<file path="src/hdl/brnm_pkg.sv">
// brnm_pkg: shared types and constants for the byte range normalize/merge block
// request, result, stored range, cell and merge control and state types; no dependencies
`timescale 1ns / 1ps

package brnm_pkg;

   localparam int OFS_BITS = 48;

   typedef logic [OFS_BITS-1:0] offset_type;

   typedef struct packed {
      offset_type range_start;
      logic       start_absent;
      offset_type range_end;
      logic       end_absent;
      logic       last_range;
   } req_type;

   typedef struct packed {
      offset_type merged_start;
      offset_type merged_end;
      logic       last_merged;
      logic       overflow;
   } rsp_type;

   // one normalized range as kept in the sorted chain
   typedef struct packed {
      offset_type ent_start;
      offset_type ent_stop;
   } entry_type;

   typedef struct packed {
      logic insert;
      logic shift;
   } cell_ctl_type;

   typedef struct packed {
      logic pop;
      logic flush;
   } merge_ctl_type;

   typedef enum logic [1:0] {
      ST_FILL  = 2'b01,
      ST_MERGE = 2'b10
   } state_type;

endpackage

</file>
<file path="src/hdl/brnm_norm.sv">
// brnm_norm: clamps one requested range against the stream size
// combinational; depends on brnm_pkg
`timescale 1ns / 1ps

module brnm_norm (
   input  brnm_pkg::req_type    req,
   input  brnm_pkg::offset_type size,
   output brnm_pkg::entry_type  ent
);

   brnm_pkg::offset_type last_byte;
   brnm_pkg::offset_type len;

   assign last_byte = size - brnm_pkg::OFS_BITS'(1);

   always_comb begin
      len = size;
      ent.ent_start = req.range_start;
      ent.ent_stop = req.range_end;
      if (req.start_absent) begin
         // suffix form: the last min(end, size) bytes
         if (!req.end_absent && (req.range_end < size)) begin
            len = req.range_end;
         end
         ent.ent_start = size - len;
         ent.ent_stop = last_byte;
      end else if (req.end_absent || (req.range_end >= size)) begin
         ent.ent_stop = last_byte;
      end
   end

endmodule

</file>
<file path="config.mk">
export PLATFORM = sky130hd
export DESIGN_NAME = brnm_norm
export DESIGN_NICKNAME = d
export VERILOG_FILES = /design/src/hdl/brnm_pkg.sv /design/src/hdl/brnm_norm.sv
export SDC_FILE = /design/constraint.sdc
export NUM_CORES = 1
export LEC_CHECK = 0
export ABC_CLOCK_PERIOD_IN_PS = 25300
export BUFFER_PORTS_ARGS = -buffer_cell sky130_fd_sc_hd__buf_4
export CAP_MARGIN = 20
export CORE_MARGIN = 4
export CORE_UTILIZATION = 40
export DETAILED_ROUTE_END_ITERATION = 16
export PLACE_DENSITY_LB_ADDON = 0.25
export SYNTH_ARGS = -nofsm -noshare
export SYNTH_HDL_FRONTEND = slang
export SYNTH_SLANG_ARGS = --single-unit
</file>
<file path="constraint.sdc">
create_clock -name vclk -period 25.3
set_input_delay 6.325 -clock vclk [all_inputs]
set_output_delay 6.325 -clock vclk [all_outputs]
set_load 0.02 [all_outputs]
</file>
# --- After elaboration in Yosys (flattened, before gate mapping) ---
# Index checks and enable logic that the tools add are counted.
word_totals:
  ff_bits: 0
  input_bits: 147
  output_inout_bits: 96
  elab_cells: 12
classes:
  n_addsub: 2
  magnitude_cmp: 2
  muxes: 5
  n_reduce_logical: 3
ops:
  columns: ["cell", "n"]
  rows:
  - ["48-bit 2-to-1 mux", 5]
  - ["48-bit greater-or-equal comparator", 1]
  - ["48-bit < comparator", 1]
  - ["48-bit by 1-bit subtractor with 48-bit output, second input constant", 1]
  - ["48-bit subtractor", 1]
  - ["1-bit logical AND", 1]
  - ["1-bit zero test", 1]
  - ["1-bit logical OR", 1]

# --- Logic depth before layout (Yosys ltp) ---
logic_depth:
  ltp_word: 6
  ltp_mapped: 25
  mapped_depth_nobuf: 23

# --- Worst setup path after synthesis ---
# Ideal clock, no wire load.
synth_path:
  path_type: "input to output"
  start: "input port size[17]"
  end: "output port ent[95] (netlist name)"
  t_arrival_ns: 11.294
  t_required_ns: 18.975
  slack_ns: 7.681
  path_stages: 23
  path_buffers: 2
  cell_sequence: "inv_1 ha_1 a21o_1 a21o_1 a21oi_1 nor2_1 a211oi_1 o221ai_1 a211oi_1 clkbuf_1 clkbuf_1 a21oi_1 ha_1 a21o_1 a31o_2 o2111ai_1 a2111oi_2 o2111ai_1 o221ai_1 a41o_1 a2111oi_0 or4_1 nand3_1"
synth_rtl:
  columns: ["element", "line_no", "source"]
  rows:
  - ["start: declaration", "brnm_norm.sv:7", "input brnm_pkg::offset_type size,"]
  - ["end: declaration", "brnm_norm.sv:8", "output brnm_pkg::entry_type ent"]

==> qor.csv <==
stage,metric,value,unit
status,outcome,"complete, no violations",
grt,grt total ovfl,0,
worst_setup_path,CP Capture Type,primary output,
clocking,CTS resizes,0,
place,Detail Placement HPWL,17.7,mm
worst_setup_path,CP Launch Point,size[17],
cells_and_area,"commonest cells after routing, fill and taps aside","buf_4, a21oi_1, nor2_1",
power_and_ir_drop,sw power,0.000153,W
worst_setup_path,crit path DAT,12.22,ns
yosys,simple logic cell fraction of the synthesized area,0.237,
floorplan,Die Span X,131,um
yosys,Synth Area in Compound Gates,0.305,
grt,initial antenna violation count,0,
timing,Worst Tran Pin Value,1.00,ns
timing,unrepaired setup endpoints after global routing,no,
cells_and_area,fin nets,1362,
yosys,"Seq/Total Area, Yosys",0,
timing,Final Max Slew Viols,0,
timing,setup violators final,0,
yosys,largest family of logic cells by synthesized area,compound AO/OA/AOI/OAI gates,
detailed_routing,Vias/cell,5.58,
power_and_ir_drop,Internal,0.000121,W
worst_setup_path,required time worst endpoint,18.98,ns
timing,WHS,12.97,ns
yosys,post-synthesis mux area share,0.0726,
yosys,Post-Syn Area,6050,um2
cells_and_area,CLK BUF,0,
floorplan,die area,17200,um2
floorplan,core area,14700,um2
place,worst setup slack after placement,6.79,ns
cells_and_area,Util after Layout,0.543,
place,GPL Wtd Cong,0.931,
yosys,cells after synthesis,914,
yosys,adder-cell share of the synthesized area,0.202,
detailed_routing,Final ANT Viol Nets,0,
cells_and_area,most common library cell in the layout ignoring fill and taps,buf_4,
grt,vias in the first global route,6666,
worst_setup_path,critical path class,in -> out,
timing,final hold violations,0,
cells_and_area,Register Area,0,um2
timing,Tcrit/Tclk final,0.733,
worst_setup_path,Critical Path End,ent[95],
cells_and_area,seq_cells,0,
yosys,library cells used by synthesis,62,
yosys,Mapped Avg Cell Area,6.62,um2
hold_path,worst hold path type,in -> out,
detailed_routing,DR iter-0 viols,536,
hold_path,hold path start,req[51],
floorplan,Rows,44,
floorplan,die span in y,131,um
grt,largest net degree at the start of global routing,97,
yosys,net count after synthesis,1158,
timing,minimum clock period,18.55,ns
yosys,synthesis warning total,0,
place,I/O Buffers,242,
clocking,post-CTS setup buffer count,0,
worst_setup_path,Worst Path Max Fanout,58,
timing,Slew HR,0.332,
floorplan,Starting Density,0.412,
cells_and_area,Area Growth Syn to Fin,31.9,%
power_and_ir_drop,sequential power share,0,
power_and_ir_drop,Sw Share,0.558,
power_and_ir_drop,Logic pwr share,1.000,
cells_and_area,share of cells above drive strength 1,0.276,
clocking,"Hold-fix buffers, CTS",0,
power_and_ir_drop,total power,0.000275,W
flow_run,maxcap violations,0,
detailed_routing,Remaining DRCs,0,
power_and_ir_drop,VDD IR max,0.0193,mV
grt,GRT Util Overall,0.228,
cells_and_area,ANT cells,0,
detailed_routing,Vias,7249,
power_and_ir_drop,clock share of power,0,
cells_and_area,# fillers,1502,
timing,Max Freq,0.0539,GHz
grt,first-pass GRT wire length,32.7,mm
yosys,Synth Area in XOR/XNOR,0.122,
timing,Setup TNS Final,0,ns
timing,PnR worst setup slack,6.75,ns
detailed_routing,average routed wire per standard cell,16.1,um
power_and_ir_drop,Pwr Density,34.4,nW/um2
cells_and_area,Multi-input gate area,5700,um2
floorplan,I/O pins,243,
power_and_ir_drop,Leakage,3.96,nW
worst_setup_path,Startpoint Class,input pin,
detailed_routing,number of detailed-route iterations in the first pass,5,
detailed_routing,final wirelength,20.9,mm
[metrics by stage]
step,cells,cell area [um2]
2_1_floorplan,914,6050
3_3_place_gp,1300,7980
3_5_place_dp,1300,7980
4_1_cts,1300,7980
5_1_grt,1300,7980
6_report,1300,7980
[area by class of cell]
class,instances,area share
Inverter,58,0.0273
Multi-Input combinational cell,814,0.714
Tap cell,184,0.0288
Timing Repair Buffer,244,0.230
[synthesized netlist by cell type (all sizes together) (2+ instances only)]
cell	n	area, um2
o21bai	4	30.0
ha	96	1200
a221oi	3	26.3
or2	4	27.5
a21o	64	480
nor3b	2	25.0
a31o	2	17.5
nand4	28	175
a211o	2	17.5
and2	2	15.0
clkbuf	42	158
xor2	13	114
o211ai	2	15.0
xnor2	71	622
a31oi	7	43.8
nand3	21	110
nor2	137	514
nor4	11	103
or3	7	58.8
a41o	3	30.0
nor3	21	126
o21a	5	37.5
o221ai	2	17.5
a2111oi	2	23.8
a21oi	143	716
inv	58	218
nor2b	4	25.0
nand2b	2	12.5
a22oi	2	15.0
a211oi	11	82.6
a41oi	3	26.3
o2111ai	2	17.5
mux2	39	439
and3	6	37.5
o21ai	35	175
nand2	46	180
[power groups by stage]
stage / sequential, W / clock, W / combinational [W]
final: 0 / 0 / 0.000275
after CTS: 0 / 0 / 0.000274
after floorplan: 0 / 0 / 0.000176
after global placement: 0 / 0 / 0.000272
after detailed placement: 0 / 0 / 0.000273
after global routing: 0 / 0 / 0.000300
[logic make-up (layout without fill, tap and decap cells)]
| logic type | Yosys count | count (layout) |
|---|---|---|
| AO/OA/AOI/OAI | 300 | 300 |
| XOR/XNOR | 84 | 84 |
| adder cells (fa/ha/maj) | 97 | 97 |
| buffers and inverters | 100 | 302 |
| multiplexers | 39 | 39 |
| AND/OR/NAND/NOR | 294 | 294 |
[how the worst min path moves through the flow]
| stage | end | slack [ns] | cells after the start |
|---|---|---|---|
| after global routing | ent[49] | 12.98 | 4 |
| final | ent[48] | 12.97 | 4 |
| after CTS | ent[49] | 12.97 | 4 |
| after detailed placement | ent[49] | 12.97 | 4 |
| after global placement | ent[49] | 12.97 | 4 |
| after floorplan | ent[0] | 12.78 | 1 |
[per-layer routing]
metal / global-route usage / part of all wire / vias to the layer above
li1: - / - / 3719
met4: 0.0109 / 0.0053 / 0
met2: 0.396 / 0.47 / 247
met5: 0 / 0 / -
met1: 0.326 / 0.47 / 3275
met3: 0.0134 / 0.063 / 8
[critical path, cell delays in order]
cell       delay [ns]
buf_4            0.11
inv_1            0.06
ha_1             0.30
a21o_1           0.17
a21o_1           0.17
a21oi_1          0.20
nor2_1           0.06
a211oi_1         0.26
o221ai_1         0.19
a211oi_4         0.21
buf_4            0.51
a21o_1           0.25
inv_2            0.04
ha_1             0.25
nor2b_1          0.16
o2111a_1         0.24
o2111ai_1        0.15
a2111oi_2        0.62
o2111ai_1        0.28
o221ai_1         0.41
a41o_1           0.33
a2111oi_0        0.16
or4_1            0.49
nand3_1          0.11
buf_4            0.14
Note: power is estimated with default switching activity, not from simulation.
