`config.mk`:
```
export PLATFORM = sky130hd
export DESIGN_NAME = brnm_merge
export DESIGN_NICKNAME = d
export VERILOG_FILES = /design/src/hdl/brnm_pkg.sv /design/src/hdl/brnm_merge.sv
export SDC_FILE = /design/constraint.sdc
export NUM_CORES = 1
export LEC_CHECK = 0
export ABC_AREA = 1
export BUFFER_PORTS_ARGS = -buffer_cell sky130_fd_sc_hd__buf_2
export CORE_MARGIN = 2
export CORE_UTILIZATION = 50
export CTS_CLUSTER_DIAMETER = 200
export DETAILED_ROUTE_END_ITERATION = 8
export PLACE_DENSITY = 0.78
export SYNTH_ARGS = -nofsm -noshare
export SYNTH_HDL_FRONTEND = slang
export SYNTH_SLANG_ARGS = --single-unit
```
`constraint.sdc`:
```
create_clock -name clock -period 7 [get_ports clock]
set_clock_uncertainty 0.1 [all_clocks]
set_input_delay 0.7 -clock clock [delete_from_list [all_inputs] [get_ports clock]]
set_output_delay 0.7 -clock clock [all_outputs]
set_load 0.03 [all_outputs]
```
`src/hdl/brnm_pkg.sv`:
```
// brnm_pkg: shared types and constants for the byte range normalize/merge block
// request, result, stored range, cell and merge control and state types; no dependencies
`timescale 1ns / 1ps

package brnm_pkg;

   localparam int OFS_BITS = 48;

   typedef logic [OFS_BITS-1:0] offset_type;

   typedef struct packed {
      offset_type range_start;
      logic       start_absent;
      offset_type range_end;
      logic       end_absent;
      logic       last_range;
   } req_type;

   typedef struct packed {
      offset_type merged_start;
      offset_type merged_end;
      logic       last_merged;
      logic       overflow;
   } rsp_type;

   // one normalized range as kept in the sorted chain
   typedef struct packed {
      offset_type ent_start;
      offset_type ent_stop;
   } entry_type;

   typedef struct packed {
      logic insert;
      logic shift;
   } cell_ctl_type;

   typedef struct packed {
      logic pop;
      logic flush;
   } merge_ctl_type;

   typedef enum logic [1:0] {
      ST_FILL  = 2'b01,
      ST_MERGE = 2'b10
   } state_type;

endpackage

```
`src/hdl/brnm_merge.sv`:
```
// brnm_merge: folds ranges drained in start order and registers the results
// depends on brnm_pkg
`timescale 1ns / 1ps

module brnm_merge (
   input  logic                    clock,
   input  logic                    reset,
   input  brnm_pkg::merge_ctl_type ctl,
   input  brnm_pkg::entry_type     ent,
   input  logic                    overflow,
   output logic                    rsp_strobe,
   output brnm_pkg::rsp_type       rsp_data
);

   localparam int W1 = brnm_pkg::OFS_BITS + 1;

   brnm_pkg::entry_type cur_ff, cur_in;
   logic                have_ff, have_in;
   logic                strobe_ff, strobe_in;
   brnm_pkg::rsp_type   data_ff, data_in;
   logic                touch;

   // end + 1 one bit wider so an all-ones end does not wrap
   assign touch = ({1'b0, ent.ent_start} <= ({1'b0, cur_ff.ent_stop} + W1'(1)));

   always_comb begin
      cur_in = cur_ff;
      have_in = have_ff;
      strobe_in = 1'b0;
      data_in = data_ff;
      if (ctl.pop) begin
         if (have_ff && touch) begin
            if (ent.ent_stop > cur_ff.ent_stop) begin
               cur_in.ent_stop = ent.ent_stop;
            end
         end else begin
            if (have_ff) begin
               strobe_in = 1'b1;
               data_in.merged_start = cur_ff.ent_start;
               data_in.merged_end = cur_ff.ent_stop;
               data_in.last_merged = 1'b0;
               data_in.overflow = overflow;
            end
            cur_in = ent;
            have_in = 1'b1;
         end
      end else if (ctl.flush) begin
         strobe_in = have_ff;
         data_in.merged_start = cur_ff.ent_start;
         data_in.merged_end = cur_ff.ent_stop;
         data_in.last_merged = 1'b1;
         data_in.overflow = overflow;
         have_in = 1'b0;
      end
   end

   always_ff @(posedge clock) begin
      if (reset) begin
         have_ff <= 1'b0;
         strobe_ff <= 1'b0;
      end else begin
         have_ff <= have_in;
         strobe_ff <= strobe_in;
      end
      cur_ff <= cur_in;
      data_ff <= data_in;
   end

   assign rsp_strobe = strobe_ff;
   assign rsp_data = data_ff;

endmodule

```
# Word-level counts from Yosys, hierarchy flattened

Cells that the tools add are included.
W data, S select, Z words.

Add/sub/neg operators: 1
$lt $le $gt $ge: 2
Equal/unequal tests: 3
Multiplexer cells: 13
Bitwise gates (word level): 1
Reduce and logical (&&, ||, !) cells: 6

Operators with widths:

| kind                    | number |
|---|---|
| $mux W98                | 4 |
| $mux W48                | 2 |
| $add A48 B1 Y49 const B | 1 |
| $le A48 B49 Y1          | 1 |
| $gt A48 B48 Y1          | 1 |
| $mux W1                 | 7 |
| $reduce_and A2 Y1       | 3 |
| $ne A2 B1 Y1 const B    | 2 |
| $reduce_and A3 Y1       | 1 |
| $ne A2 B2 Y1 const B    | 1 |
| $reduce_bool A2 Y1      | 1 |
| $logic_and A1 B1 Y1     | 1 |
| $not A1 Y1              | 1 |

Bits in registers: 196
Bits of input ports: 101
Output and inout bits: 99
Word-level logic and storage cells: 34

# Longest topological paths before layout

Word-level depth: 5
Gate-level depth with buffers: 24
Mapped depth without buffers: 24

# Worst setup path after synthesis

No wires, ideal clock.

Path type: reg-to-reg
Start: register cur_ff[0] in the netlist's numbering
End: register data_ff, in the netlist rsp_data[0] (enable)
Library setup time: 0.566 ns
Arrival: 6.968 ns
Required time: 6.334 ns
Path slack: -0.634 ns
Stages on the path, launching flop included: 23
Buffers on the path: 0
Clock period less this slack: 7.634 ns
Cell sequence: edfxtp_1 > ha_1 > nand2_1 > nor2_4 > nand2_2 > nor2_4 > nand2_2 > nor3_4 > nand2_2 > inv_2 > nand4_2 > xor2_1 > ha_1 > nand2_1 > inv_1 > nand2_1 > nor3_1 > nand2_2 > nor2_1 > nand2_1 > nand3_1 > nand3_1 > o21ai_1

Longest elaborated chain between the ends: 5

RTL lines:

| what                        | line             | RTL |
|---|---|---|
| from (decl)                 | brnm_merge.sv:17 | `brnm_pkg::entry_type cur_ff, cur_in;` |
| from (signal assigned)      | brnm_merge.sv:65 | `cur_ff <= cur_in;` |
| $add A48 B1 Y49             | brnm_merge.sv:24 | `assign touch = ({1'b0, ent.ent_start} <= ({1'b0, cur_ff.ent_stop} + W1'(1)));` |
| $le A48 B49 Y1              | brnm_merge.sv:24 |  |
| $logic_and A1 B1 Y1         | brnm_merge.sv:32 | `if (have_ff && touch) begin` |
| $ne A2 B2 Y1 (no line)      | n/a              |  |
| $reduce_and A3 Y1 (no line) | n/a              |  |
| to (signal assigned)        | brnm_merge.sv:66 | `data_ff <= data_in;` |
| to (decl)                   | brnm_merge.sv:20 | `brnm_pkg::rsp_type data_ff, data_in;` |

No other way between the ends.
A chain may end at the register's enable or synchronous reset.

# Worst setup path in the final report

Start: register cur_ff[0] in the netlist's numbering
End: register cur_ff[45] in the netlist's numbering (enable)

Longest elaborated chain between the ends: 5
Elaborated cells on any way between the ends: 6
Those cells by class: add/sub: 1; order compare: 2; eq/ne: 1; reduce/logical: 2

RTL lines:

| what                            | line |
|---|---|
| $add A48 B1 Y49                 | brnm_merge.sv:24 |
| $le A48 B49 Y1                  | brnm_merge.sv:24 |
| $logic_and A1 B1 Y1             | brnm_merge.sv:32 |
| $ne A2 B1 Y1 (no line) (*)      | n/a |
| $reduce_and A2 Y1 (no line) (*) | n/a |

Every way passes the cells marked *; elsewhere a longest branch is shown, timed or not.

==> run summary <==
The run finished with clean final reports. The count of final setup violators is 0. The core outline area is 18,800 um^2. In this run the tightest slew margin relative to its limit is 22.6%. The cell count of the worst reg-to-reg path is 23. The fraction of the cycle the final worst path needs came out at roughly two thirds. The worst hold path terminates at rsp_data[55]. After layout, the worst setup slack is 2.43 ns. The worst setup path is of the register to register kind. The tree built by TritonCTS fans out to 196 sinks. Setup repair after global routing left no endpoint under its margin. Ranked by total cell area, the synthesized netlist is headed by sky130_fd_sc_hd__edfxtp_1 (60%), sky130_fd_sc_hd__ha_1 (13%), sky130_fd_sc_hd__nand2_1 (5.7%).

For this design, the CTS-stage hold fixing added 0 buffers. The minimum setup slack among reg-to-reg paths came out at between 2 and 2.5 ns. Once the floorplan was initialized, standard cells occupied 51.3% of the core.

The clock period minus worst slack came out at 4.57 ns. The slowest stage of the critical path belongs to the cell sky130_fd_sc_hd__nand2_2. In this run the critical register-to-register path is launched from cur_ff[0]. The number of placement rows is 50.

The repair_antennas step left the layout with diodes totalling 0. The final setup TNS is 0 ns. The leftover overflow at the end of global routing is 0. The tree is rooted in a sky130_fd_sc_hd__clkbuf_16. In the layout the commonest cells are sky130_fd_sc_hd__buf_2 (199), sky130_fd_sc_hd__edfxtp_1 (194), sky130_fd_sc_hd__nand2_1 (146), sky130_fd_sc_hd__ha_1 (97), sky130_fd_sc_hd__inv_1 (86). The maximum clock path buffer count is 2. The number of warnings reported in the yosys synthesis log came out at 0. The floorplan step defined a die boundary enclosing 20,500 um^2.

met2 is the most crowded layer. The worst setup slack before clock tree synthesis came out at 2.48 ns. The register bit count reported by yosys came out at around 200. The signal on the critical path passes through ha_1 -> nand2_1 -> nor2_4 -> nand2_2 -> nor2_4 -> inv_2 -> nor3_2 -> nand2_1 -> nor2_1 -> xor2_1 -> ha_1 -> nand2_1 -> nor2_1 -> nand2_1 -> nor3_1 -> nand2_2 -> nor2_1 -> nand2_1 -> nand3_1 -> nand2_1 -> nand2_1 -> nand2_1 -> nand2_2. After detailed routing, the number of remaining DRC violations is 0.

The detail route stage leaves a number of antenna-violating nets equal to 0. The number of nets handed over by synthesis was approximately 1,000. The via count normalized by instance count came out at 5.19. For this design the static power due to leakage is around 5 nW. The number of buffers added by the clock tree synthesis step is 17. In the global route stage, met2 resource usage came out at a little over a third.

The sort of element at the start of the critical path is a register. The final-report max-slew violation count is 0. After detailed routing, the average wire length per cell comes to 17.8 um. The worst-margin pin slew is about 1.2 ns. The count of endpoints failing hold in the final timing report is 0. The via count of the first global-routing pass is 6,430.

The clock network latency to the later pin of the worst-skew pair came out at 0.44 ns. Of the synthesized area, sequential elements account for between 60% and 70%. The proportion of netlist area held by the largest area contributor came out at 60.3%. Once the clock tree was built, the setup fixing pass inserted 0 buffers.

The met3 track demand over resource in global routing is 4.16%. The worst hold path was traced through 0 stages. Sequential cells account for 49.8% of the total power. After the first detailed-routing iteration, the DRC count stood at 656. STA classifies the critical path endpoint as a register. The number of antenna violations at the first check in global routing came out at 0.

Port buffering added 199 buffers. The switching component of the power came out at 0.000854 W. Entering global routing, the biggest net connects 99 pins. The dominant cell type by count on the critical path is sky130_fd_sc_hd__nand2_1.

The global placer's final weighted congestion is 0.938. The power density relative to cell area is about 260 nW/um^2. Leaving out fill and tap cells, the most frequent cell in the layout is sky130_fd_sc_hd__buf_2. The worst supply voltage drop on vdd came out at between 0.15 and 0.2 mV.

The number of different library cells used by synthesis comes to 36. The max-capacitance violation count came out at 0. The cell taking the most area after synthesis is sky130_fd_sc_hd__edfxtp_1. The detailed-route via count is 6,722. After clock tree synthesis, the repair step resized 0 gates.

Counting the fill cells in the layout gives 1,446. The first TritonRoute pass finished after 5 iterations. The share of total power in combinational logic is 16.8%. The aggregate global-route resource usage is 23.1%.

The path class of the tightest hold or removal check is register to register. The cell-internal power is 0.00211 W. In this run the mean area of a mapped cell was 12.0 um^2. The number of placed I/O pins came out at 200. The post-route netlist has between 20 and 30% of its cells at a drive strength greater than 1. In this run the critical register-to-register path is captured at cur_ff[45]. After technology mapping, the gate count stands at ~800. The worst stage delay on the critical path is approximately 0.86 ns. The first global-routing pass estimated 34.8 mm of wire.

The critical path data required time came out at 6.96 ns. The detailed-placement wirelength estimate is ~18 mm. The overall routed net length came out at between 20 and 25 mm. TritonCTS built the clock tree. From synthesis to final layout, the design area changed by 20.2%. The post-layout net count came out at between 1,000 and 1,500.

After clock tree synthesis, the clock-pin slew on the worst setup and hold paths is 0.08 ns. The worst hold path begins at cur_ff[53]. Along the worst path, the maximum fanout reaches 48.

The H-tree was split into 4 levels. The hold slack came out at 0.313 ns. The switching part of the total came out at slightly below 30%.

The cell area that synthesis handed to floorplanning was about 9700 um^2. The chip height came out at 143 um. The data arrival at the endpoint of the critical path came out at approximately 4.5 ns. For met1 alone, demand over resource in global routing was 32.6%. The clock network burns 33.4% of the power. The highest clock frequency the design can meet is 219 MHz. The chip width came out at 143 um.
-- logic make-up after synthesis --
family	share of synthesized area, %
compound gates	4.14
xor+xnor	4.08
fa+ha+maj	12.6
buf+inv	3.81
flops	60.7
simple gates	14.7
-- layer usage --
layer | vias up | share of wire (%)
met2 | 287 | 46
li1 | 3252 | -
met1 | 3154 | 45
met5 | - | 0
met3 | 29 | 6.7
met4 | 0 | 1.8
-- critical path: cells and delay by family, from the launching register on --
family                     cells  cell delay (ns)
xor gates and xnor gates       1             0.09
adders and majority gates      2             0.54
buffers and inverters          1             0.06
DFF                            1             0.45
and+or+nand+nor               19             2.89
-- area by class of cell --
cell class,instances,area (um^2),share of cell area [%]
Multi-Input combinational cell,509,3450,29.7
Inverter,98,368,3.17
Timing Repair Buffer,200,1020,8.75
Sequential cell,196,5870,50.5
Clock inverter,14,166,1.43
Clock buffer,18,429,3.69
Tap cell,260,325,2.80
-- synth_stat cells (all sizes together) --
cell type	instances
edfxtp	194
dfxtp	2
xnor2	1
xor2	44
nand4	20
nor2	64
o22ai	1
a21o	1
nor3b	1
a211oi	1
ha	97
a21oi	47
a31oi	1
o21a	6
nor4	10
nand3b	1
nor3	22
o21ai	17
clkinv	1
o21bai	1
nand2	153
or2	1
inv	97
nand3	20
-- worst max-delay path by stage --
| stage | slack, ns | start | to | cells after the start |
|---|---|---|---|---|
| final | 2.43 | cur_ff[0] | cur_ff[45] | 23 |
| after floorplan | 1.24 | cur_ff[0] | rsp_data[0] | 22 |
| after detailed placement | 2.48 | cur_ff[0] | cur_ff[45] | 23 |
| after global placement | 2.58 | cur_ff[13] | cur_ff[46] | 18 |
| after global routing | 2.02 | cur_ff[0] | cur_ff[47] | 24 |
| after CTS | 2.45 | cur_ff[0] | cur_ff[45] | 23 |
-- metrics by stage --
stage | power (W) | area (um^2) | instances | util [%]
2_1_floorplan | 0.00181 | 9670 | 803 | -
3_3_place_gp | 0.00198 | 11000 | 1263 | 58.5
3_5_place_dp | 0.00199 | 11000 | 1263 | 58.5
4_1_cts | 0.00297 | 11600 | 1295 | 61.7
5_1_grt | 0.00308 | 11600 | 1295 | 61.7
6_report | 0.00296 | 11600 | 1295 | 61.7
-- power by group through the flow --
stage	clock network, W	logic, W	registers [W]
2_1_floorplan	0	0.000243	0.00157
3_3_place_gp	0	0.000480	0.00150
3_5_place_dp	0	0.000493	0.00150
4_1_cts	0.000998	0.000498	0.00148
5_1_grt	0.00105	0.000552	0.00149
6_report	0.000989	0.000497	0.00148
-- sequential cells by signal, summed over array words and instances, names as in the netlist --
register    count
have_ff         1
rsp_strobe      1
rsp_data       98
cur_ff         96
Note: power is estimated with default switching activity, not from simulation.
