$ cat src/hdl/brnm_pkg.sv
// brnm_pkg: shared types and constants for the byte range normalize/merge block
// request, result, stored range, cell and merge control and state types; no dependencies
`timescale 1ns / 1ps

package brnm_pkg;

   localparam int OFS_BITS = 48;

   typedef logic [OFS_BITS-1:0] offset_type;

   typedef struct packed {
      offset_type range_start;
      logic       start_absent;
      offset_type range_end;
      logic       end_absent;
      logic       last_range;
   } req_type;

   typedef struct packed {
      offset_type merged_start;
      offset_type merged_end;
      logic       last_merged;
      logic       overflow;
   } rsp_type;

   // one normalized range as kept in the sorted chain
   typedef struct packed {
      offset_type ent_start;
      offset_type ent_stop;
   } entry_type;

   typedef struct packed {
      logic insert;
      logic shift;
   } cell_ctl_type;

   typedef struct packed {
      logic pop;
      logic flush;
   } merge_ctl_type;

   typedef enum logic [1:0] {
      ST_FILL  = 2'b01,
      ST_MERGE = 2'b10
   } state_type;

endpackage

$ cat src/hdl/brnm_cell.sv
// brnm_cell: one slot of the sorted insertion chain
// shifts right to make room on insert, shifts left on drain; depends on brnm_pkg
`timescale 1ns / 1ps

module brnm_cell (
   input  logic                   clock,
   input  brnm_pkg::cell_ctl_type ctl,
   input  logic                   occupied,
   input  brnm_pkg::entry_type    new_ent,
   input  brnm_pkg::entry_type    left_ent,
   input  logic                   left_take,
   input  brnm_pkg::entry_type    right_ent,
   output brnm_pkg::entry_type    ent,
   output logic                   take
);

   brnm_pkg::entry_type ent_ff;
   brnm_pkg::entry_type ent_in;

   // strictly greater keeps equal starts ahead of the new range
   assign take = !occupied || (ent_ff.ent_start > new_ent.ent_start);
   assign ent = ent_ff;

   always_comb begin
      ent_in = ent_ff;
      if (ctl.insert) begin
         if (take) begin
            ent_in = left_take ? left_ent : new_ent;
         end
      end else if (ctl.shift) begin
         ent_in = right_ent;
      end
   end

   always_ff @(posedge clock) begin
      ent_ff <= ent_in;
   end

endmodule

$ cat config.mk
export PLATFORM = sky130hd
export DESIGN_NAME = brnm_cell
export DESIGN_NICKNAME = d
export VERILOG_FILES = /design/src/hdl/brnm_pkg.sv /design/src/hdl/brnm_cell.sv
export SDC_FILE = /design/constraint.sdc
export NUM_CORES = 1
export LEC_CHECK = 0
export ABC_AREA = 1
export BUFFER_PORTS_ARGS = -buffer_cell sky130_fd_sc_hd__buf_2
export CORE_ASPECT_RATIO = 1.75
export CORE_MARGIN = 4
export CORE_UTILIZATION = 25
export CTS_CLUSTER_DIAMETER = 30
export DETAILED_ROUTE_END_ITERATION = 10
export PLACE_DENSITY_LB_ADDON = 0.1
export SYNTH_ARGS = -nofsm -noshare
export SYNTH_HDL_FRONTEND = slang
export SYNTH_SLANG_ARGS = --single-unit
$ cat constraint.sdc
create_clock -name clock -period 11.4 [get_ports clock]
set_clock_uncertainty 0.05 [all_clocks]
set_input_delay 1.14 -clock clock [delete_from_list [all_inputs] [get_ports clock]]
set_output_delay 1.14 -clock clock [all_outputs]
set_load 0.02 [all_outputs]
---- Word-level counts from Yosys, hierarchy flattened ----
Cells that the tools add are included.
operators by class
  equal/unequal tests ..................... 1
  mux-type cells .......................... 4
  reductions and logical operators ........ 4
  magnitude comparators ................... 1
operators by type and width
  operator                                                          number
  96-bit 2-to-1 mux                                                 4
  48-bit > comparator                                               1
  2-bit by 1-bit != test with 1-bit output (second input constant)  1
  2-bit AND reduction                                               1
  2-bit nonzero test                                                1
  1-bit zero test                                                   1
  1-bit logical OR                                                  1
word-level totals
  input bits .............................. 293
  flip-flop bits (word level) ............. 96

---- Logic depth before layout (Yosys ltp) ----
Gate-level depths: netlist of the first run.
  depth after elaboration ................. 4
  gate-level depth with buffers ........... 17
  gate-level depth less buffers ........... 17

---- Least setup slack after synthesis of the first run ----
Ideal clock, no wire load.
  path kind ............................... input to register
  from .................................... in new_ent[87] (netlist name)
  to ...................................... reg ent_ff, in the netlist ent[0], enable pin
  path buffers ............................ 0
  required time ........................... 10.892 ns
  stages on the path ...................... 14
  setup slack ............................. 6.528 ns
  data arrival time ....................... 4.364 ns
  path through ............................ inv_1 > ha_1 > nand2_1 > nor2_2 > nand3b_1 > nor2_2 > inv_2 > nor2_4 > nand2_2 > nand3_2 > nand2_2 > nand2_2 > nand2_1 > nand2_1
between the ends
  cells in the longest elaborated chain, start to end .. 4
RTL lines
  element                                                    line             source
  start: declaration                                         brnm_cell.sv:9   input brnm_pkg::entry_type new_ent,
  48-bit > comparator                                        brnm_cell.sv:21  assign take = !occupied || (ent_ff.ent_start > new_ent.ent_start);
  1-bit logical OR                                           brnm_cell.sv:21
  named net take                                             brnm_cell.sv:14  output logic take
  2-bit by 1-bit != test with 1-bit output (no source line)  n/a
  2-bit AND reduction (no source line)                       n/a
  end signal: assignment                                     brnm_cell.sv:36  ent_ff <= ent_in;
  end: declaration                                           brnm_cell.sv:17  brnm_pkg::entry_type ent_ff;
The timed path passes the listed nets, and every way through them passes these cells.
A chain may end at the register's enable or synchronous reset.

---- Final worst setup path of the first run ----
  from .................................... in new_ent[71] (netlist name)
  to ...................................... reg ent_ff, in the netlist ent[82], enable pin
between the ends
  cells in the longest elaborated chain, start to end .. 4
RTL lines
  element                                                    line
  48-bit > comparator                                        brnm_cell.sv:21
  1-bit logical OR                                           brnm_cell.sv:21
  2-bit by 1-bit != test with 1-bit output (no source line)  n/a
  2-bit AND reduction (no source line)                       n/a
No other way between the ends.

==> metrics.txt, run 1 <==
status=finished clean; Worst Path Arrival=3.82 ns; Hold Path Class=input pin to register; post_cts resized=0; RSZ-0062 raised after global routing=no; fin worst setup slack=between 7 and 8 ns; Mean Syn Cell Area=8.20 µm²; final setup TNS=0 ns; nature of the critical path startpoint=input pin; Lkg Pwr=4.22 nW; sequential element share of the synthesized area=between 40% and 50%; total wire length=25.4 mm; fin. max-slew vios=0; pwr/cell area=118 nW/µm²; FF/Latch Area=between 2000 and 3000 µm²; DR vias=around 6,400; max incr delay on CP=between 0.7 and 0.8 ns; Post-route DRC=0; CTS H-tree lvls=3; core area=24,100 µm²; final setup vio count=0; final hold violations=0; Syn Inst Count=749; first-pass GRT wire length=38.1 mm; CP Max Fanout=59; FP Rows=75; total CTS buffers=9; routed vias/inst=between 4 and 5; endpoint class of the critical path=register; RePlAce Congestion=0.824; Hold Buf Count CTS=0; filler cell count=2,654; Syn-to-layout area delta=39.8%; Max Fclk=0.257 GHz; cell area after synthesis=between 6000 and 7000 µm²; post-layout min period=3.89 ns; Die Span X=126 µm; DP HPWL=19.7 mm; crit path max-delay cell type=buf_4; Final Hold Slack=between 1 and 1.5 ns; Post-Place Setup Slack=7.02 ns; DR iter-0 viols=183; slew of the pin with the lowest slew margin=0.869 ns; CP required=11.33 ns; Longest Clk Path Bufs=2; Synthesized Nets=around 1,100; synth warn=0; Post-DRT Antenna Nets=0; distinct cell type count after synthesis=26; Remaining Overflow, GRT=0; Peak VDD IR=about 0.000052 V; Slew HR=a little over two fifths; Die Y=between 200 and 250 µm; Top Family by Delay on Critical Path=simple AND/OR/NAND/NOR gates; fin crit share=34.1%; average wire per standard cell=17.8 µm; CTS tree=yes; Sinks on Clock Net=96; die area=27,200 µm²; fraction of layout cells with a size suffix above 1=38.1%; Worst Path Buf+Inv=3; Largest register FFs=96; setup bufs post-CTS=0; Worst Setup Path Type=input pin to register; number of synthesized register bits=96; clock slew at reported path FFs=approximately 0.06 ns; vias in the first global route=7,008; maxcap violations=0; crit-path cells=buf_2, inv_1, ha_1, nand2_1, nor2_1, nand2_1, nor2_1, nand2_1, nor2_4, nand2_2, nand3_2, nand2_2, nand2_2, nand2_1, nand2_4, buf_4; Multi-input gate area=around 2800 µm²; Clock Latency Late Sink=0.36 ns; clk root buf=clkbuf_16; initial core utilization=25.5%; largest net degree at the start of global routing=69; DRT Pass-1 Iters=4; most common cell after layout, fill and taps aside=buf_2; reg-to-reg slack, setup=8.00 ns; initial antenna violation count=3; GRT Total Usage=between 15 and 20%; nets=roughly 1,500; most frequent cells in the layout=buf_2 (388), nand2_1 (158), nor2_1 (107); number of I/O pins=390; cell mode on critical path=nand2_1; Port Buffers=389
[stage by stage]
| stage | util [%] | cells | area (µm²) | total power [mW] |
|---|---|---|---|---|
| after floorplan | - | 749 | 6140 | 0.620 |
| after global placement | 34.5 | 1411 | 8330 | 0.750 |
| after detailed placement | 34.5 | 1411 | 8330 | 0.752 |
| after CTS | 35.6 | 1425 | 8580 | 1.04 |
| after global routing | 35.6 | 1427 | 8580 | 1.08 |
| final | 35.6 | 1427 | 8580 | 1.02 |
[per-layer routing]
metal | share of wire (%) | GRT usage [%] | routed length, µm | vias to the layer above
li1 | - | - | - | 3251
met1 | 35 | 18.0 | 8980 | 2881
met2 | 54 | 34.8 | 13600 | 282
met3 | 8.3 | 5.52 | 2100 | 31
met4 | 2.8 | 6.76 | 705 | 2
met5 | 0.051 | 0 | 13 | -
[area by class of cell]
cell class              count  area share, %
clock buffers               9           2.62
repair buffers            395           23.2
diodes                      2         0.0583
inverters                  65           2.87
clock inverters             5          0.306
multi-input cells         547           32.8
flip-flops and latches     96           33.6
well taps                 308           4.49
[power breakdown]
part / internal [mW] / switching (mW) / leakage [nW] / total, mW
clock network: 0.144 / 0.136 / 0.124 / 0.280
logic: 0.105 / 0.178 / 3.14 / 0.283
registers: 0.438 / 0.0156 / 0.950 / 0.453
[Yosys cell counts, drive strengths merged]
library cell | n | area, µm²
nor3 | 1 | 10.0
buf | 14 | 100
o21ai | 195 | 976
nor2 | 111 | 437
clkbuf | 27 | 105
a21o | 1 | 7.51
nand3b | 1 | 7.51
clkinv | 1 | 3.75
nand2 | 164 | 628
o21a | 2 | 16.3
inv | 64 | 240
ha | 48 | 601
nand3 | 3 | 20.0
nand4 | 1 | 6.26
edfxtp | 96 | 2880
a21oi | 20 | 100
[cell families after synthesis]
| group | count (synthesis) | share of synthesized area, % |
|---|---|---|
| and+or+nand+nor | 281 | 18.1 |
| DFF | 96 | 46.9 |
| buffers and inverters | 106 | 7.31 |
| adders and majority gates | 48 | 9.78 |
| AOI/OAI and AO/OA | 218 | 17.9 |
[final timing paths]
path                               startpoint  depth (start not counted)      end
worst max-delay path              new_ent[71]                         16  ent[82]
worst min-delay path            right_ent[44]                          3  ent[44]
worst max register to register        ent[69]                         14  ent[82]
worst min register to register        ent[79]                         11  ent[57]
[worst register-to-register path, stage by stage, from the launching register on]
cell	delay, ns
edfxtp_1	0.40
ha_1	0.31
nand2_1	0.07
nor2_1	0.13
nand2_1	0.06
nor2_1	0.20
nand2_1	0.13
nor2_4	0.11
nand2_2	0.06
nand3_2	0.06
nand2_2	0.05
nand2_2	0.05
nand2_1	0.07
nand2_4	0.44
buf_4	0.75
No activity file was read; power rests on OpenSTA's default activity.
==> run 2, diff against run 1 <==
Clock period 11.4 ns to 3.9 ns, I/O delays scaled along.
==> run 2 against run 1 <==
Worst hold slack lost 0.76 ns. Clock-buffer cell count stayed put. Critical endpoint is now take. Core utilization up 0.63 points. Wire length is 1.6% lower. Sequential power grew to 2.9 times the previous value. Die area unchanged. Cell count is 0.28% higher. Combinational power grew to 3.0 times the previous value. Via count hardly changed. Sequential share of layout area is 0.58 points lower. Non-clock buffer count grew 3.
==> metrics.txt, run 2 (synthesis gave the netlist of run 1 again) <==
cell-internal power=2.22 mW; fraction of layout cells with a size suffix above 1=a little under two fifths; Reg power frac=between 40% and 50%; initial core utilization=25.5%; Peak VDD IR=0.000175 V; post-layout util=36.2%; routed vias/inst=between 4 and 5; setup bufs post-CTS=0; CP required=3.46 ns; DR vias=6,446; Syn-to-layout area delta=42.2%; Lkg Pwr=about 4.3 nW; FP Rows=75; uppermost routed layer=met5; nature of the critical path startpoint=register; hold path start=right_ent[28]; CTS H-tree lvls=3; Largest register FFs=96; Clock power frac=around a third; switch share=30.8%; Worst setup startpoint=ent[91]; final setup vio count=0; Hold Buf Count CTS=0; Longest Clk Path Bufs=2; DP HPWL=19.5 mm; clk root buf=clkbuf_16; die area=27,200 µm²; vias in the first global route=roughly 7,000; fin. max-slew vios=0; Worst Setup Path Type=register to primary output; post-layout min period=2.62 ns; number of I/O pins=390; core area=24,100 µm²; fin worst setup slack=around 1.3 ns; status=finished clean; Hold Path Class=input pin to register; met3 WL=around 2.3 mm; nets=about 1,500; Post-Place Setup Slack=1.08 ns; most common cell after layout, fill and taps aside=buf_2; Final Hold Slack=0.252 ns; Max Fclk=between 0.3 and 0.4 GHz; fin crit share=67.3%; clock slew at reported path FFs=0.07 ns; largest net degree at the start of global routing=98; Non-Filler Instances=1,431; Post-route DRC=0; filler cell count=2,645; average wire per standard cell=17.5 µm; Tot Pwr=roughly 3.2 mW; R2R depth=14; Port Buffers=389; total wire length=roughly 25 mm; met1 WL=8.82 mm; metal2 WL=12.9 mm; most frequent cells in the layout=buf_2 (389), nand2_1 (158), nor2_1 (107); Die Span X=126 µm; RSZ-0062 raised after global routing=no; Post-DRT Antenna Nets=0; total CTS buffers=9; Psw=986 µW; endpoint class of the critical path=primary output; Slew HR=about two thirds; Logic pwr share=26.2%; placed cell area=8400 µm²; worst hold path cell count=3; final setup TNS=0 ns; maxcap violations=0; Clock Latency Late Sink=0.37 ns; initial antenna violation count=3; DP Cell Count=between 1,000 and 1,500; RePlAce Congestion=0.857; Final Instance Area=8730 µm²; first-pass GRT wire length=37.2 mm; slew of the pin with the lowest slew margin=0.515 ns; CP Max Fanout=2; Die Y=215 µm; DRT Pass-1 Iters=4; DR iter-0 viols=~260; Worst Path Arrival=2.18 ns; post_cts resized=0; final hold violations=0; FF-to-FF Start=ent[91]; Remaining Overflow, GRT=0; CTS tree=yes; pwr/cell area=367 nW/µm²; Sinks on Clock Net=96; GRT Total Usage=17.9%
==> run 2: metal layers <==
metal,vias to the layer above,global-route usage [%]
met4,2,9.20
met5,-,0
met2,305,32.4
met1,2838,17.8
met3,42,6.16
li1,3259,-
==> run 2: area by class of cell <==
cell class / instances / area [µm²] / area share [%]
clock inverter: 6 / 108 / 1.23
inverter: 65 / 246 / 2.82
antenna: 2 / 5.00 / 0.0573
sequential: 96 / 2880 / 33.0
clock buffer: 9 / 225 / 2.58
multi-input combinational: 547 / 2820 / 32.2
tap: 308 / 385 / 4.41
timing repair buffer: 398 / 2060 / 23.6
==> run 2: path summary, 6_finish.rpt <==
path / slack [ns] / to
worst max register to register: 1.28 / ent[71]
worst max-delay path: 1.28 / take
worst min-delay path: 0.25 / ent[28]
worst min register to register: 1.34 / ent[61]
==> run 2: power by group through the flow <==
stage                     registers [mW]  logic [mW]  clock network (mW)
after floorplan                     1.48       0.326                   0
final                               1.32       0.841                1.04
after global placement              1.34       0.865                   0
after global routing                1.33       0.940                1.12
after CTS                           1.32       0.866                1.09
after detailed placement            1.35       0.863                   0
==> run 2: worst max-delay path, cell delays in order (launching register included) <==
cell      delay, ns
edfxtp_1       0.40
ha_1           0.31
nand2_1        0.07
nor2_1         0.17
nand2_2        0.08
nor2_2         0.17
inv_2          0.06
nor2_4         0.12
nand2_2        0.06
nand3_2        0.06
nand2_2        0.05
nand2_2        0.06
buf_2          0.20
